File: src/hdl/mts_pkg.sv
// ----------------------------------------------------------------------------
// mts_pkg: shared types and constants of the trajectory smoother
// Widths, defaults, channel payloads and the controller/datapath bundles.
// ----------------------------------------------------------------------------
package mts_pkg;

  localparam int DefaultRadius    = 50;
  localparam int DefaultRingDepth = 128;
  localparam int DeltaW           = 20;
  localparam int TrajW            = 32;
  localparam int SumW             = 40;
  localparam int IndexW           = 16;
  localparam int CountW           = 8;
  localparam int DivNumW          = 48;

  typedef struct packed {
    logic signed [DeltaW-1:0] delta_x;
    logic signed [DeltaW-1:0] delta_y;
    logic signed [DeltaW-1:0] delta_angle;
    logic                     last_frame;
  } frame_req_t;

  typedef struct packed {
    logic [IndexW-1:0]       frame_index;
    logic signed [TrajW-1:0] corrected_x;
    logic signed [TrajW-1:0] corrected_y;
    logic signed [TrajW-1:0] corrected_angle;
    logic                    end_of_run;
  } corrected_res_t;

  typedef enum logic [2:0] {
    CMD_NONE,
    CMD_INGEST,
    CMD_CLEAR_SUM,
    CMD_ACCUM,
    CMD_DIV_START,
    CMD_RESTART
  } cmd_op_t;

  typedef struct packed {
    cmd_op_t op;
    logic    advance;
    logic    grab_prev;
  } dp_cmd_t;

  typedef struct packed {
    logic div_busy;
  } dp_status_t;

endpackage

File: src/hdl/mts_controller.sv
// ----------------------------------------------------------------------------
// mts_controller: sequencer of the trajectory smoother
// Accept a frame, walk the window through the ring, divide, present a result.
// ----------------------------------------------------------------------------
module mts_controller #(
  parameter int Radius = mts_pkg::DefaultRadius
) (
  input  logic                              clk,
  input  logic                              rst,
  input  logic                              in_valid,
  output logic                              in_ready,
  input  logic                              in_last,
  output logic                              out_valid,
  input  logic                              out_ready,
  output logic [mts_pkg::IndexW-1:0]        frame_index,
  output logic                              end_of_run,
  output logic [mts_pkg::CountW-1:0]        count,
  output mts_pkg::dp_cmd_t                  cmd,
  input  mts_pkg::dp_status_t               status
);
  localparam int CW = mts_pkg::CountW;
  localparam int IW = mts_pkg::IndexW;
  localparam logic [CW-1:0] RadiusC = CW'(Radius);

  typedef enum logic [2:0] {
    S_IDLE, S_START, S_SUM, S_TAIL, S_DRAIN, S_DIV, S_WAIT, S_OUT
  } state_t;

  state_t          state;
  logic [IW-1:0]   frames;       // frames of this sequence before current one
  logic            ovf;
  logic            last;
  logic [CW-1:0]   b, hi, walk;
  logic [1:0]      drain;
  logic [IW-1:0]   n_minus1;

  assign in_ready = state == S_IDLE;
  assign n_minus1 = frames;

  always_ff @(posedge clk) begin
    mts_pkg::dp_cmd_t cmd_next;
    cmd_next = '{op: mts_pkg::CMD_NONE, advance: 1'b0, grab_prev: 1'b0};
    if (rst) begin
      state <= S_IDLE;
      frames <= '0;
      out_valid <= 1'b0;
    end else begin
      unique case (state)
        S_IDLE: begin
          if (in_valid) begin
            cmd_next.op = mts_pkg::CMD_INGEST;
            last <= in_last;
            ovf <= &frames;
            b <= (frames > IW'(Radius)) ? RadiusC : CW'(frames);
            state <= S_START;
          end
        end
        S_START: begin
          if (!last && frames < IW'(Radius)) begin
            cmd_next = '{op: mts_pkg::CMD_CLEAR_SUM, advance: 1'b1, grab_prev: 1'b0};
            frames <= frames + 1'b1;
            state <= S_IDLE;
          end else begin
            // window spans newest back to b+Radius, clipped to frame 0
            hi <= (32'(b) + Radius > 32'(frames)) ? CW'(frames) : b + RadiusC;
            cmd_next = '{op: mts_pkg::CMD_CLEAR_SUM, advance: 1'b0, grab_prev: 1'b0};
            walk <= '0;
            state <= S_SUM;
          end
        end
        S_SUM: begin
          // the previous raw point lies one frame behind b; catch it on the way
          cmd_next = '{op: mts_pkg::CMD_ACCUM, advance: 1'b0,
                       grab_prev: (walk == b + 1'b1) && (IW'(b) != frames)};
          count <= hi + 1'b1;
          if (walk == hi) begin
            state <= S_TAIL;
          end else begin
            walk <= walk + 1'b1;
          end
        end
        S_TAIL: begin
          drain <= '0;
          state <= S_DRAIN;
        end
        S_DRAIN: begin
          drain <= drain + 1'b1;
          if (drain == 2'd2) begin
            cmd_next.op = mts_pkg::CMD_DIV_START;
            state <= S_DIV;
          end
        end
        S_DIV: state <= S_WAIT;
        S_WAIT: begin
          if (!status.div_busy) begin
            out_valid <= 1'b1;
            frame_index <= ovf ? '1 : n_minus1 - IW'(b);
            end_of_run <= last && b == '0;
            state <= S_OUT;
          end
        end
        S_OUT: begin
          if (out_ready) begin
            out_valid <= 1'b0;
            if (last && b != '0) begin
              b <= b - 1'b1;
              hi <= (32'(b) - 1 + Radius > 32'(frames)) ? CW'(frames)
                    : b - 1'b1 + RadiusC;
              cmd_next = '{op: mts_pkg::CMD_CLEAR_SUM, advance: 1'b0, grab_prev: 1'b0};
              walk <= '0;
              state <= S_SUM;
            end else if (last) begin
              cmd_next.op = mts_pkg::CMD_RESTART;
              frames <= '0;
              state <= S_IDLE;
            end else begin
              cmd_next = '{op: mts_pkg::CMD_CLEAR_SUM, advance: 1'b1, grab_prev: 1'b0};
              if (!ovf) frames <= frames + 1'b1;
              state <= S_IDLE;
            end
          end
        end
        default: state <= S_IDLE;
      endcase
    end
    cmd <= cmd_next;
  end
endmodule

File: config.mk
export PLATFORM = sky130hd
export DESIGN_NAME = mts_controller
export DESIGN_NICKNAME = d
export VERILOG_FILES = /design/src/hdl/mts_pkg.sv /design/src/hdl/mts_controller.sv
export SDC_FILE = /design/constraint.sdc
export NUM_CORES = 1
export LEC_CHECK = 0
export ABC_AREA = 1
export BUFFER_PORTS_ARGS = -buffer_cell sky130_fd_sc_hd__buf_2
export CAP_MARGIN = 20
export CELL_PAD_IN_SITES_DETAIL_PLACEMENT = 2
export CELL_PAD_IN_SITES_GLOBAL_PLACEMENT = 2
export CORE_MARGIN = 3
export CORE_UTILIZATION = 33
export CTS_BUF_LIST = sky130_fd_sc_hd__clkbuf_4 sky130_fd_sc_hd__clkbuf_8 sky130_fd_sc_hd__clkbuf_16
export CTS_CLUSTER_DIAMETER = 100
export DETAILED_ROUTE_END_ITERATION = 8
export GPL_TIMING_DRIVEN = 0
export PLACE_DENSITY = 0.87
export SETUP_SLACK_MARGIN = 0.3
export SKIP_CTS_REPAIR_TIMING = 1
export SLEW_MARGIN = 30
export SYNTH_ARGS = -nofsm -noshare
export SYNTH_HDL_FRONTEND = slang
export SYNTH_SLANG_ARGS = --single-unit
File: constraint.sdc
create_clock -name clk -period 3.35 [get_ports clk]
set_clock_uncertainty 0.2 [all_clocks]
set_input_delay 0.5025 -clock clk [delete_from_list [all_inputs] [get_ports clk]]
set_output_delay 0.5025 -clock clk [all_outputs]
set_load 0.01 [all_outputs]
# Word level (Yosys, flattened, before mapping)
# Index checks and enable logic that the tools add are counted.
# totals
reg_bits	78
input_bits	6
output_inout_bits	32
word_cells	122
# op_classes
n_addsub	12
order_cmp	4
eq_ne	22
muxes	43
bitwise	2
n_reduce_logical	24
# ops
op	count
$mux 8	13
$mux 16	5
$gt 32x16->1	1
$pmux 16 s2	1
$pmux 8 s2	2
$add 8x1->8 const B	3
$pmux 3 s8	1
$pmux 8 s3	1
$mux 3	7
$ne 2x2->1 const B	10
$reduce_and 5->1	4
$add 16x1->16 const B	1
$add 8x6->8 const B	2
$eq 8x8->1	2
$gt 16x6->1 const B	1
$gt 9x16->1	1
$lt 16x6->1 const B	1
$ne 8x16->1	1
$reduce_and 16->1	1
$sub 16x8->16	1
$pmux 3 s5	1
$eq 3x3->1 const B	4
$add 9x7->10 const B	1
$mux 5	2
other kinds (24)	40

# Longest topological paths before layout
# Gate-level depths: netlist of run 1.
# depth
word_depth	7
ltp_mapped	24
depth_no_buf	24

# Worst setup path after synthesis of run 1
# OpenSTA, ideal clock, no wires.
# synth_timing
path_kind	register to register
from	register b[1]
to	register hi[0] (data pin)
setup_time_ns	0.254
t_arrival_ns	2.678
required_time_ns	2.896
setup_slack_ns	0.218
stages_incl_launch_ff	20
n_path_buf	0
synth_period_minus_slack_ns	3.132
path_cell_list	edfxtp_1 > inv_1 > ha_1 > xor2_1 > ha_1 > nand2_1 > nand2_1 > nand3_1 > nand2_1 > inv_1 > ha_1 > a21o_1 > nor2_1 > nand2_1 > nand2_1 > nand3_2 > nand2_2 > nand2_1 > nand3_1 > nand2_1
# synth_between
elab_chain_len	7
word_cells_on_any_way	11
classes_between	add/sub: 3; order compare: 2; mux: 6
# synth_rtl
item	line	source
start, declared	mts_controller.sv:33	logic [CW-1:0] b, hi, walk;
start signal, assigned	mts_controller.sv:54	b <= (frames > IW'(Radius)) ? RadiusC : CW'(frames);
start signal, assigned	mts_controller.sv:106	b <= b - 1'b1;
$sub 8x1->9	mts_controller.sv:107	hi <= (32'(b) - 1 + Radius > 32'(frames)) ? CW'(frames)
$add 9x7->10	mts_controller.sv:107	
$gt 32x16->1	mts_controller.sv:107	
$mux 8	mts_controller.sv:107	
$mux 8	mts_controller.sv:105	if (last && b != '0) begin
$mux 8	mts_controller.sv:103	if (out_ready) begin
$pmux 8 s2 *	mts_controller.sv:48	unique case (state)
end signal, assigned	mts_controller.sv:65	hi <= (32'(b) + Radius > 32'(frames)) ? CW'(frames) : b + RadiusC;
end signal, assigned	mts_controller.sv:107	
end, declared	mts_controller.sv:33	
# Mark *: on every way between the ends. The rest lies on a longest branch, timed or not. The select of a mux whose other input is x is not followed.
# A chain may end at the register's enable or synchronous reset.

# Final worst setup path of run 1
# layout_timing
from	register b[2]
to	register hi[3] (data pin)
# Same word-level chain as after synthesis.

==> metrics.txt, run 1 <==
vertical extent of the die=between 100 and 150 µm; Inserted Diodes=0; setup slack of the critical path after layout=-484.2 ps; die boundary width=~140 µm; worst-case reg-to-reg path depth=21; drt first-iter violations=between 400 and 500; Final Cycle Share=114.5%; library cell with the largest summed area after synthesis=sky130_fd_sc_hd__edfxtp_1; number of distinct library cells after synthesis=47; number of antenna violations at the first check in global routing=0; NumNets Final=between 900 and 1k; violated checks=setup timing; dpl ws=-655.9 ps; hold violation count in the final report=0; fraction of final layout cells with drive strength greater than 1=between 20% and 30%; RSZ-0062 raised after global routing=yes; type of element launching the critical path=flop; largest net degree at the start of global routing=16; WL/cell=roughly 27 µm; critical path's largest stage delay=520 ps; area overhead of the layout relative to synthesis=26.32%; Port Buffers=36; clk sink count=78; most common cell after layout, fill and taps aside=sky130_fd_sc_hd__nand2_1; Post-Syn Nets=roughly 850; number of setup violations in the final report=8; biggest area contributors in the synthesized netlist=sky130_fd_sc_hd__edfxtp_1 (27%), sky130_fd_sc_hd__nand2_1 (13%), sky130_fd_sc_hd__ha_1 (9.2%); Worst setup EP type=flop; number of H-tree branching levels=3; count of yosys warnings during synthesis=0; synthesized area per cell=roughly 7.5 µm²; power density cells=between 500 and 600 mW/mm²; post-synthesis instance area=0.005974 mm²; Worst-path clk slew=approximately 80 ps; routability cong.=approximately 0.84; Initial Util=about a third; Final HPWL DP=around 17 mm; Setup CP Type=flop to flop; arrival time of data at the critical path endpoint=3870 ps; Final Core Density=43.04%; number of antenna-violating nets in the routed design=0; Peak supply drop=282.1 µV; Tot GR Track Use=24.28%; total congestion overflow=0; die area=between 0.015 and 0.02 mm²; predominant post-synthesis flop cell=sky130_fd_sc_hd__edfxtp_1; delay-heaviest family, CP=simple AND/OR/NAND/NOR gates; worst path buffer plus inverter count=2; proportion of synthesized flip-flops having asynchronous set or reset=0%; ordered cell list for the critical path=inv_2 > ha_4 > nand2_4 > nand2_8 > inv_2 > nand2_2 > nand2_4 > nor2_4 > nor2_4 > nand2_2 > nand4_1 > nand2_2 > ha_4 > nand3_4 > nor3_4 > nand2_2 > nand3_4 > nand2_8 > nand2_4 > nand3_2 > nand2_2; final total negative setup slack=-3574 ps; share of the synthesized area in the top cell type=26.64%; number of inserted filler cells in the final layout=between 2k and 2.5k; clock period minus worst slack=around 3800 ps; CTS tree=yes; synthesized flop and latch total=78; transition time at the pin with the least slew margin=1076 ps; max-slew violations=0; number of stages on the worst setup path=21; cts bufs inserted=9; CP Max Fanout=8; detailed-routing iteration count for the pre-antenna-repair pass=5; I/O pin count=38; type of the tightest min-delay check=primary input to flop; sequential cell area fraction in the yosys report=about a third; post-synthesis cell count=800; Clk Tree Root Cell=sky130_fd_sc_hd__clkbuf_16; status=finished, violations left; highest-count cells in the layout ignoring fill and taps=sky130_fd_sc_hd__nand2_1 (168), sky130_fd_sc_hd__inv_1 (86), sky130_fd_sc_hd__nor2_1 (70), sky130_fd_sc_hd__nand3_1 (59), sky130_fd_sc_hd__edfxtp_1 (53); Worst Hold Path Cells=1; timing-limited maximum frequency=between 0.2 and 0.3 GHz; most prevalent standard cell on the critical path=sky130_fd_sc_hd__nand2_2; Total Routed Length=30.36 mm; Slew HR=28.27%; vias in the first global route=approximately 6.6k; Remaining DRCs=0; largest buffer count on any clock path=2; number of vias in the routed layout=between 6k and 7k; max-cap check violation count=0; clock latency at the later pin of the worst-skew pair=370 ps; area of the core=roughly 0.018 mm²; CP max stage cell=sky130_fd_sc_hd__edfxtp_1; wire length of the first global-routing pass=around 38 mm; CP Data Required Time=3380 ps; standby leakage power=roughly 3.3 nW; number of synthesized flops with an enable pin=between 50 and 60; number of core rows=48; via density per instance=5.797
report_power, final:
part / leakage, nW / switching, mW / internal, mW
Combinational: 2.45 / 1.26 / 0.656
Clock: 0.163 / 0.514 / 0.667
Sequential: 0.677 / 0.115 / 1.13
per-stage QoR:
step	instances	total power [mW]	cell area [µm²]	hold slack, ps
6_report	1109	4.338	7547	106.6
5_1_grt	1109	4.484	7547	110.6
4_1_cts	1079	3.712	6812	109.9
3_5_place_dp	1063	2.502	6484	279.4
3_3_place_gp	1061	2.418	6464	264.2
2_1_floorplan	800	2.096	6002	284.0
layout make-up:
type	count	area (µm²)	share of cell area, %
Inverter	99	384.1	5.090
Tap cell	225	281.5	3.730
Timing Repair Buffer	66	417.9	5.537
Sequential cell	78	2093	27.74
Clock inverter	7	102.6	1.359
Buffer	18	92.59	1.227
Clock buffer	9	225.2	2.984
Multi-Input combinational cell	607	3950	52.34
registers in the layout, indices dropped and copies added, names as in the netlist, 3 cells and up:
signal       flops
hi               8
frames          16
walk             8
frame_index     16
state            3
b                8
count            8
cmd              5
per-layer routing:
layer | global-route usage (%) | part of all wire, % | wire, µm | up-vias
met4 | 10.81 | 5.6 | 1713 | 0
met2 | 42.57 | 51 | 15370 | 217
met5 | 0 | 0 | 0 | -
met3 | 3.551 | 3.5 | 1066 | 111
met1 | 29.41 | 40 | 12210 | 3301
li1 | - | - | - | 2800
worst reg2reg max path, cell delays in order (launching register included):
cell and delay [ps]:
sky130_fd_sc_hd__edfxtp_1 520, sky130_fd_sc_hd__inv_2 160, sky130_fd_sc_hd__ha_4 210, sky130_fd_sc_hd__nand2_4 100, sky130_fd_sc_hd__nand2_8 80, sky130_fd_sc_hd__inv_2 60
sky130_fd_sc_hd__nand2_2 60, sky130_fd_sc_hd__nand2_4 110, sky130_fd_sc_hd__nor2_4 50, sky130_fd_sc_hd__nor2_4 150, sky130_fd_sc_hd__nand2_2 100, sky130_fd_sc_hd__nand4_1 230
sky130_fd_sc_hd__nand2_2 120, sky130_fd_sc_hd__ha_4 290, sky130_fd_sc_hd__nand3_4 80, sky130_fd_sc_hd__nor3_4 320, sky130_fd_sc_hd__nand2_2 180, sky130_fd_sc_hd__nand3_4 210
sky130_fd_sc_hd__nand2_8 120, sky130_fd_sc_hd__nand2_4 90, sky130_fd_sc_hd__nand3_2 110, sky130_fd_sc_hd__nand2_2 140
cells in the mapped netlist, types with 3 or more instances:
master                       n
sky130_fd_sc_hd__nand3_1    72
sky130_fd_sc_hd__o21ai_0    22
sky130_fd_sc_hd__nand2_1   202
sky130_fd_sc_hd__nand2_2    14
sky130_fd_sc_hd__ha_1       44
sky130_fd_sc_hd__a21o_1      3
sky130_fd_sc_hd__nand4_1    13
sky130_fd_sc_hd__xor2_1     25
sky130_fd_sc_hd__o22ai_1     5
sky130_fd_sc_hd__dfxtp_1    25
sky130_fd_sc_hd__nor2_1     78
sky130_fd_sc_hd__o21bai_1    3
sky130_fd_sc_hd__xnor2_1    14
sky130_fd_sc_hd__nand3_2     5
sky130_fd_sc_hd__inv_2       3
sky130_fd_sc_hd__nor2_4      4
sky130_fd_sc_hd__edfxtp_1   53
sky130_fd_sc_hd__buf_2       4
sky130_fd_sc_hd__a21oi_2    10
sky130_fd_sc_hd__a21oi_1    43
sky130_fd_sc_hd__nor3_1     18
sky130_fd_sc_hd__nand2_4     3
sky130_fd_sc_hd__o211ai_1    4
sky130_fd_sc_hd__inv_1      93
sky130_fd_sc_hd__clkbuf_1   11
cell families after synthesis:
family,after synthesis,synth area share [%]
DFF,78,35.02
adders and majority gates,45,9.550
and+or+nand+nor,423,32.08
xor gates and xnor gates,39,5.717
AOI/OAI and AO/OA,98,9.801
buffers and inverters,117,7.832
worst paths after layout:
check	start	to	slack, ps
min	in_last	last	110
max reg2reg	b[2]	hi[3]	-480
max	b[2]	hi[3]	-480
min reg2reg	out_valid	out_valid	290
(Power assumes the default switching activity.)
==> inputs of run 2 (changes only) <==
Settings changed: RECOVER_POWER set to 25.
==> run 2 against run 1 <==
  * Largest cell class unchanged
  * Clock power is essentially flat
  * Critical path type unchanged
  * The run still ends with setup timing left
  * Clock-buffer cell count unchanged
  * Die area is the same
  * Global-route usage stayed put
  * Register-to-register slack about the same
  * Critical path depth did not move
  * Hold slack got worse by 1.5 ps
  * Flip-flop and latch count did not move
  * Worst setup slack improved by 12 ps
==> metrics.txt, run 2 (same netlist as run 1, synthesis figures left out) <==
Final Core Density=42.85%; routability cong.=0.8441; clk sink count=78; clock network fraction of design power=~27%; worst path buffer plus inverter count=2; number of antenna violations at the first check in global routing=0; top metal layer carrying routed signals=met4; Inst Count DP=approximately 1.1k; detailed-routing wirelength on met1=12.17 mm; number of setup violations in the final report=8; violated checks=setup timing; area of the core=~0.018 mm²; drt first-iter violations=454; wire length of the first global-routing pass=roughly 38 mm; fin cells=between 1k and 1.5k; cell-internal power=around 2.5 mW; fraction of final layout cells with drive strength greater than 1=21.95%; Worst setup EP type=flop; Final HPWL DP=~17 mm; die boundary width=about 140 µm; transition time at the pin with the least slew margin=1076 ps; worst-case reg-to-reg path depth=21; number of inserted filler cells in the final layout=slightly above 2k; clock latency at the later pin of the worst-skew pair=380 ps; number of antenna-violating nets in the routed design=0; number of H-tree branching levels=3; CP max stage cell=sky130_fd_sc_hd__edfxtp_1; detailed-routing iteration count for the pre-antenna-repair pass=5; proportion of power drawn by flip-flops and latches=between 20% and 30%; type of element launching the critical path=flop; most prevalent standard cell on the critical path=sky130_fd_sc_hd__nand2_2; status=finished, violations left; vertical extent of the die=about 140 µm; reported net switching power=roughly 1.9 mW; hold violation count in the final report=0; Critical R2R Capture=hi[3]; Initial Util=34.07%; setup slack of the critical path after layout=-472.2 ps; area overhead of the layout relative to synthesis=25.78%; highest-count cells in the layout ignoring fill and taps=sky130_fd_sc_hd__nand2_1 (168), sky130_fd_sc_hd__inv_1 (86), sky130_fd_sc_hd__nor2_1 (70), sky130_fd_sc_hd__nand3_1 (59), sky130_fd_sc_hd__edfxtp_1 (53); sink of the worst hold path=last; Reg2Reg Setup Slack=-470 ps; Tot GR Track Use=24.28%; fraction of power spent switching nets=a little over two fifths; Peak supply drop=285.4 µV; dpl cell area=0.006484 mm²; WL/cell=~27 µm; total met3 wirelength after detailed routing=1.007 mm; Port Buffers=36; CP Max Fanout=8; Worst-path clk slew=80 ps; Final Cycle Share=114.1%; Setup CP Type=flop to flop; delay-heaviest family, CP=simple AND/OR/NAND/NOR gates; Gate power share=between 40 and 50%; timing-limited maximum frequency=0.2616 GHz; number of vias in the routed layout=6458; standby leakage power=3.218 nW; via density per instance=around 5.8; CP Data Required Time=between 3000 and 4000 ps; Clk Tree Root Cell=sky130_fd_sc_hd__clkbuf_16; power density cells=approximately 580 mW/mm²; max-cap check violation count=0; registers with the most flip-flops=frame_index x16, frames x16; type of the tightest min-delay check=primary input to flop; die area=0.01975 mm²; post-layout instance area=around 0.0075 mm²; vias in the first global route=6601; origin of the worst min-delay path=in_last; most common cell after layout, fill and taps aside=sky130_fd_sc_hd__nand2_1; Total Routed Length=roughly 30 mm; clock period minus worst slack=approximately 3800 ps; final total negative setup slack=-3498 ps; total congestion overflow=0; RSZ-0062 raised after global routing=yes; arrival time of data at the critical path endpoint=between 3000 and 4000 ps; Remaining DRCs=0; NumNets Final=930; Inserted Diodes=0; worst slack on hold paths=105.1 ps; Worst Hold Path Cells=1; largest buffer count on any clock path=2; r2r startpoint=b[2]; ordered cell list for the critical path=inv_2 > ha_4 > nand2_4 > nand2_8 > inv_2 > nand2_2 > nand2_4 > nor2_4 > nor2_4 > nand2_2 > nand4_1 > nand2_2 > ha_4 > nand3_4 > nor3_4 > nand2_2 > nand3_4 > nand2_8 > nand2_4 > nand3_2 > nand2_2; CTS tree=yes; cts bufs inserted=9; met2 wire len=between 15 and 20 mm; max-slew violations=0; largest net degree at the start of global routing=16; Slew HR=28.25%; critical path's largest stage delay=between 500 and 600 ps; I/O pin count=38; number of core rows=between 40 and 50
-- run 2: through the flow --
step	power [mW]	setup WS [ps]
floorplan	2.096	320.8
global placement	2.418	-466.9
detailed placement	2.502	-655.9
CTS	3.712	-699.2
global route	4.482	-537.6
finish	4.333	-472.2
-- run 2: layout make-up --
type / instances / area, µm² / share of cell area [%]
inverters: 99 / 384.1 / 5.112
clock inverters: 7 / 102.6 / 1.365
clock buffers: 9 / 225.2 / 2.997
repair buffers: 66 / 385.4 / 5.128
multi-input cells: 607 / 3950 / 52.56
plain buffers: 18 / 92.59 / 1.232
well taps: 225 / 281.5 / 3.746
flip-flops and latches: 78 / 2093 / 27.86
-- run 2: worst max-delay path by stage --
stage               endpoint  slack, ps  start  depth (start not counted)
global placement       hi[3]       -470   b[1]                         17
finish                 hi[3]       -470   b[2]                         21
detailed placement     hi[4]       -660   b[1]                         20
CTS                    hi[4]       -700   b[1]                         20
floorplan              hi[0]        320   b[1]                         19
global route           hi[1]       -540   b[2]                         21
-- run 2: power by group through the flow --
stage / clock, mW / combinational (mW) / sequential (mW)
after floorplan: 0 / 0.880 / 1.22
after global placement: 0 / 1.17 / 1.25
after detailed placement: 0 / 1.25 / 1.25
after CTS: 1.17 / 1.31 / 1.23
after global routing: 1.21 / 2.03 / 1.25
final: 1.18 / 1.91 / 1.25
-- run 2: layer usage --
| layer | track usage (%) | vias up |
|---|---|---|
| met5 | 0 | - |
| met2 | 42.57 | 218 |
| li1 | - | 2801 |
| met4 | 10.81 | 0 |
| met1 | 29.41 | 3321 |
| met3 | 3.551 | 118 |
==> inputs of run 3 (changes only) <==
Settings changed: ABC_AREA 1 to not set, CORE_UTILIZATION 33 to 35, PLACE_DENSITY 0.87 to 0.85.
==> run 3 against run 2 <==
  * The flow still finishes with violations (setup timing)
  * Critical endpoint is now hi[2]
  * Area after synthesis fell by 11%
  * First-iteration DRC count is 31% lower
  * Cell count decreased by 24%
  * Die area down 15%
  * Wire length decreased by 31%
==> metrics.txt, run 3 <==
type of the tightest min-delay check=primary input to flop; wire length of the first global-routing pass=roughly 29 mm; synthesized area per cell=around 9.2 µm²; clock period minus worst slack=4752 ps; Final Cycle Share=141.8%; sum of internal, switching and leakage power=between 2 and 3 mW; Setup CP Type=flop to flop; sequential cell area fraction in the yosys report=roughly two fifths; area overhead of the layout relative to synthesis=23.44%; routability cong.=between 0.9 and 1; WL/cell=~25 µm; detailed-routing iteration count for the pre-antenna-repair pass=5; status=finished, violations left; number of antenna violations at the first check in global routing=0; dpl ws=-1530 ps; dominant combinational cell family by area after synthesis=simple AND/OR/NAND/NOR gates; drt first-iter violations=~310; RSZ-0062 raised after global routing=yes; biggest area contributors in the synthesized netlist=sky130_fd_sc_hd__edfxtp_1 (30%), sky130_fd_sc_hd__ha_1 (10%), sky130_fd_sc_hd__dfxtp_1 (9.4%); Initial Util=around 36%; Tot GR Track Use=22.31%; Compound-Gate Fraction of Synth Area=between 10% and 20%; max-cap check violation count=0; Worst setup EP type=flop; cts bufs inserted=9; area of the core=~0.015 mm²; multiplexer share of the synthesized area=less than 1%; registers with the most flip-flops=frame_index x16, frames x16; CTS tree=yes; Inserted Diodes=0; via density per instance=5.919; die area=between 0.015 and 0.02 mm²; I/O pin count=38; Remaining DRCs=0; most common cell after layout, fill and taps aside=sky130_fd_sc_hd__nor2_1; number of core rows=44; number of synthesized flops with an enable pin=53; Final HPWL DP=between 10 and 15 mm; Slew HR=between 40 and 50%; Post-Synth XOR/XNOR Area=a little under an eighth; total congestion overflow=0; number of vias in the routed layout=a little under 5k; standby leakage power=~2.4 nW; vertical extent of the die=between 100 and 150 µm; Peak supply drop=around 190 µV; setup slack of the critical path after layout=-1402 ps; synthesized flop and latch total=just under 80; Worst-path clk slew=roughly 70 ps; die boundary width=129.3 µm; CP Max Fanout=7; max-slew violations=0; Total Routed Length=roughly 21 mm; leading cell types by count after synthesis=sky130_fd_sc_hd__nor2_1 (56), sky130_fd_sc_hd__edfxtp_1 (53), sky130_fd_sc_hd__xnor2_1 (51), sky130_fd_sc_hd__ha_1 (44), sky130_fd_sc_hd__nand2_1 (40); largest buffer count on any clock path=2; type of element launching the critical path=flop; count of yosys warnings during synthesis=0; adder and majority gate portion of the synthesized area=10.72%; largest net degree at the start of global routing=16; clock latency at the later pin of the worst-skew pair=approximately 360 ps; Synth Area in Simple Gates=between 10% and 20%; number of setup violations in the final report=8; library cell with the largest summed area after synthesis=sky130_fd_sc_hd__edfxtp_1; highest-count cells in the layout ignoring fill and taps=sky130_fd_sc_hd__nor2_1 (54), sky130_fd_sc_hd__edfxtp_1 (53), sky130_fd_sc_hd__clkbuf_1 (48), sky130_fd_sc_hd__xnor2_1 (48), sky130_fd_sc_hd__nand2_1 (40); post-synthesis instance area=0.005321 mm²; predominant post-synthesis flop cell=sky130_fd_sc_hd__edfxtp_1; hold violation count in the final report=0; most instantiated library cell after synthesis=sky130_fd_sc_hd__nor2_1; post-synthesis cell count=roughly 580; clk sink count=78; share of the synthesized area in the top cell type=between 20% and 30%; power density cells=roughly 410 mW/mm²; NumNets Final=about 700; number of distinct library cells after synthesis=63; final total negative setup slack=-10180 ps; violated checks=setup timing; Clk Tree Root Cell=sky130_fd_sc_hd__clkbuf_16; vias in the first global route=approximately 5k; arrival time of data at the critical path endpoint=around 4700 ps; CP Data Required Time=between 3000 and 4000 ps; fraction of final layout cells with drive strength greater than 1=around 18%; transition time at the pin with the least slew margin=between 700 and 800 ps; number of H-tree branching levels=3; timing-limited maximum frequency=about 0.21 GHz; Port Buffers=37; number of antenna-violating nets in the routed design=0; Post-Syn Nets=approximately 630; proportion of synthesized flip-flops having asynchronous set or reset=0%
==> run 3: cell types whose count changed in the layout (fill, tap and decap cells not counted), sizes merged, moves of 9 or more <==
cell	before	now
clkbuf	46	61
or3	0	9
nor2	85	56
nand3	78	27
nand2	220	41
buf	47	36
inv	100	39
a21oi	53	32
xnor2	14	51
nor4	0	10
==> run 3: routing by layer <==
layer / up-vias / GRT usage, % / wire [µm]
met3: 50 / 2.679 / 1056
met1: 2518 / 29.03 / 8590
li1: 2229 / - / -
met4: 0 / 8.400 / 829
met5: - / 0 / 0
met2: 175 / 38.02 / 10480
==> run 3: final cells by class <==
cell class                 count  area [µm²]
multi-input combinational    437        3334
inverter                      37       158.9
tap                          184       230.2
sequential                    78        2095
fill                        1566        8130
clock inverter                 7       56.30
clock buffer                   9       225.2
buffer                        24       122.6
timing repair buffer          64       346.6
==> run 3: critical path, cell delays in order, from the launching register on <==
cell                       delay, ps
sky130_fd_sc_hd__edfxtp_1        530
sky130_fd_sc_hd__inv_4           160
sky130_fd_sc_hd__ha_4            130
sky130_fd_sc_hd__a21boi_4        280
sky130_fd_sc_hd__xnor2_4         130
sky130_fd_sc_hd__or3_4           390
sky130_fd_sc_hd__a311o_1         400
sky130_fd_sc_hd__nand2_4         160
sky130_fd_sc_hd__clkinv_8         90
sky130_fd_sc_hd__buf_4           150
sky130_fd_sc_hd__ha_1            340
sky130_fd_sc_hd__and4_1          240
sky130_fd_sc_hd__nand3_1         200
sky130_fd_sc_hd__nor3_2          290
sky130_fd_sc_hd__o21ba_4         240
sky130_fd_sc_hd__or4_4           420
sky130_fd_sc_hd__and3_4          160
==> run 3: kinds of logic after synthesis <==
| kind of cell | Yosys count |
|---|---|
| AOI/OAI and AO/OA | 112 |
| xor gates and xnor gates | 69 |
| adders and majority gates | 45 |
| buffers and inverters | 61 |
| DFF | 78 |
| muxes | 5 |
| and+or+nand+nor | 206 |
==> run 3: worst paths after layout <==
check                  from        end  slack (ps)  cells past startpoint
hold reg to reg   out_valid  out_valid         280                      2
setup reg to reg       b[1]      hi[2]       -1400                     16
hold / removal      in_last       last         120                      1
setup / recovery       b[1]      hi[2]       -1400                     16
==> run 3: through the flow <==
| step | util [%] | cells | area, µm² | hold WS, ps |
|---|---|---|---|---|
| 4_1_cts | 41.92 | 815 | 6162 | 111.9 |
| 2_1_floorplan | - | 576 | 5436 | 288.7 |
| 6_report | 44.69 | 840 | 6569 | 118.4 |
| 5_1_grt | 44.69 | 840 | 6569 | 115.5 |
| 3_3_place_gp | 39.81 | 797 | 5852 | 263.3 |
| 3_5_place_dp | 40.01 | 799 | 5881 | 274.1 |
==> run 3: where the power goes <==
part,leakage (nW),internal [mW],switching [mW]
logic,1.60,0.238,0.390
registers,0.672,1.07,0.0383
clock network,0.137,0.512,0.463
total,2.41,1.82,0.891
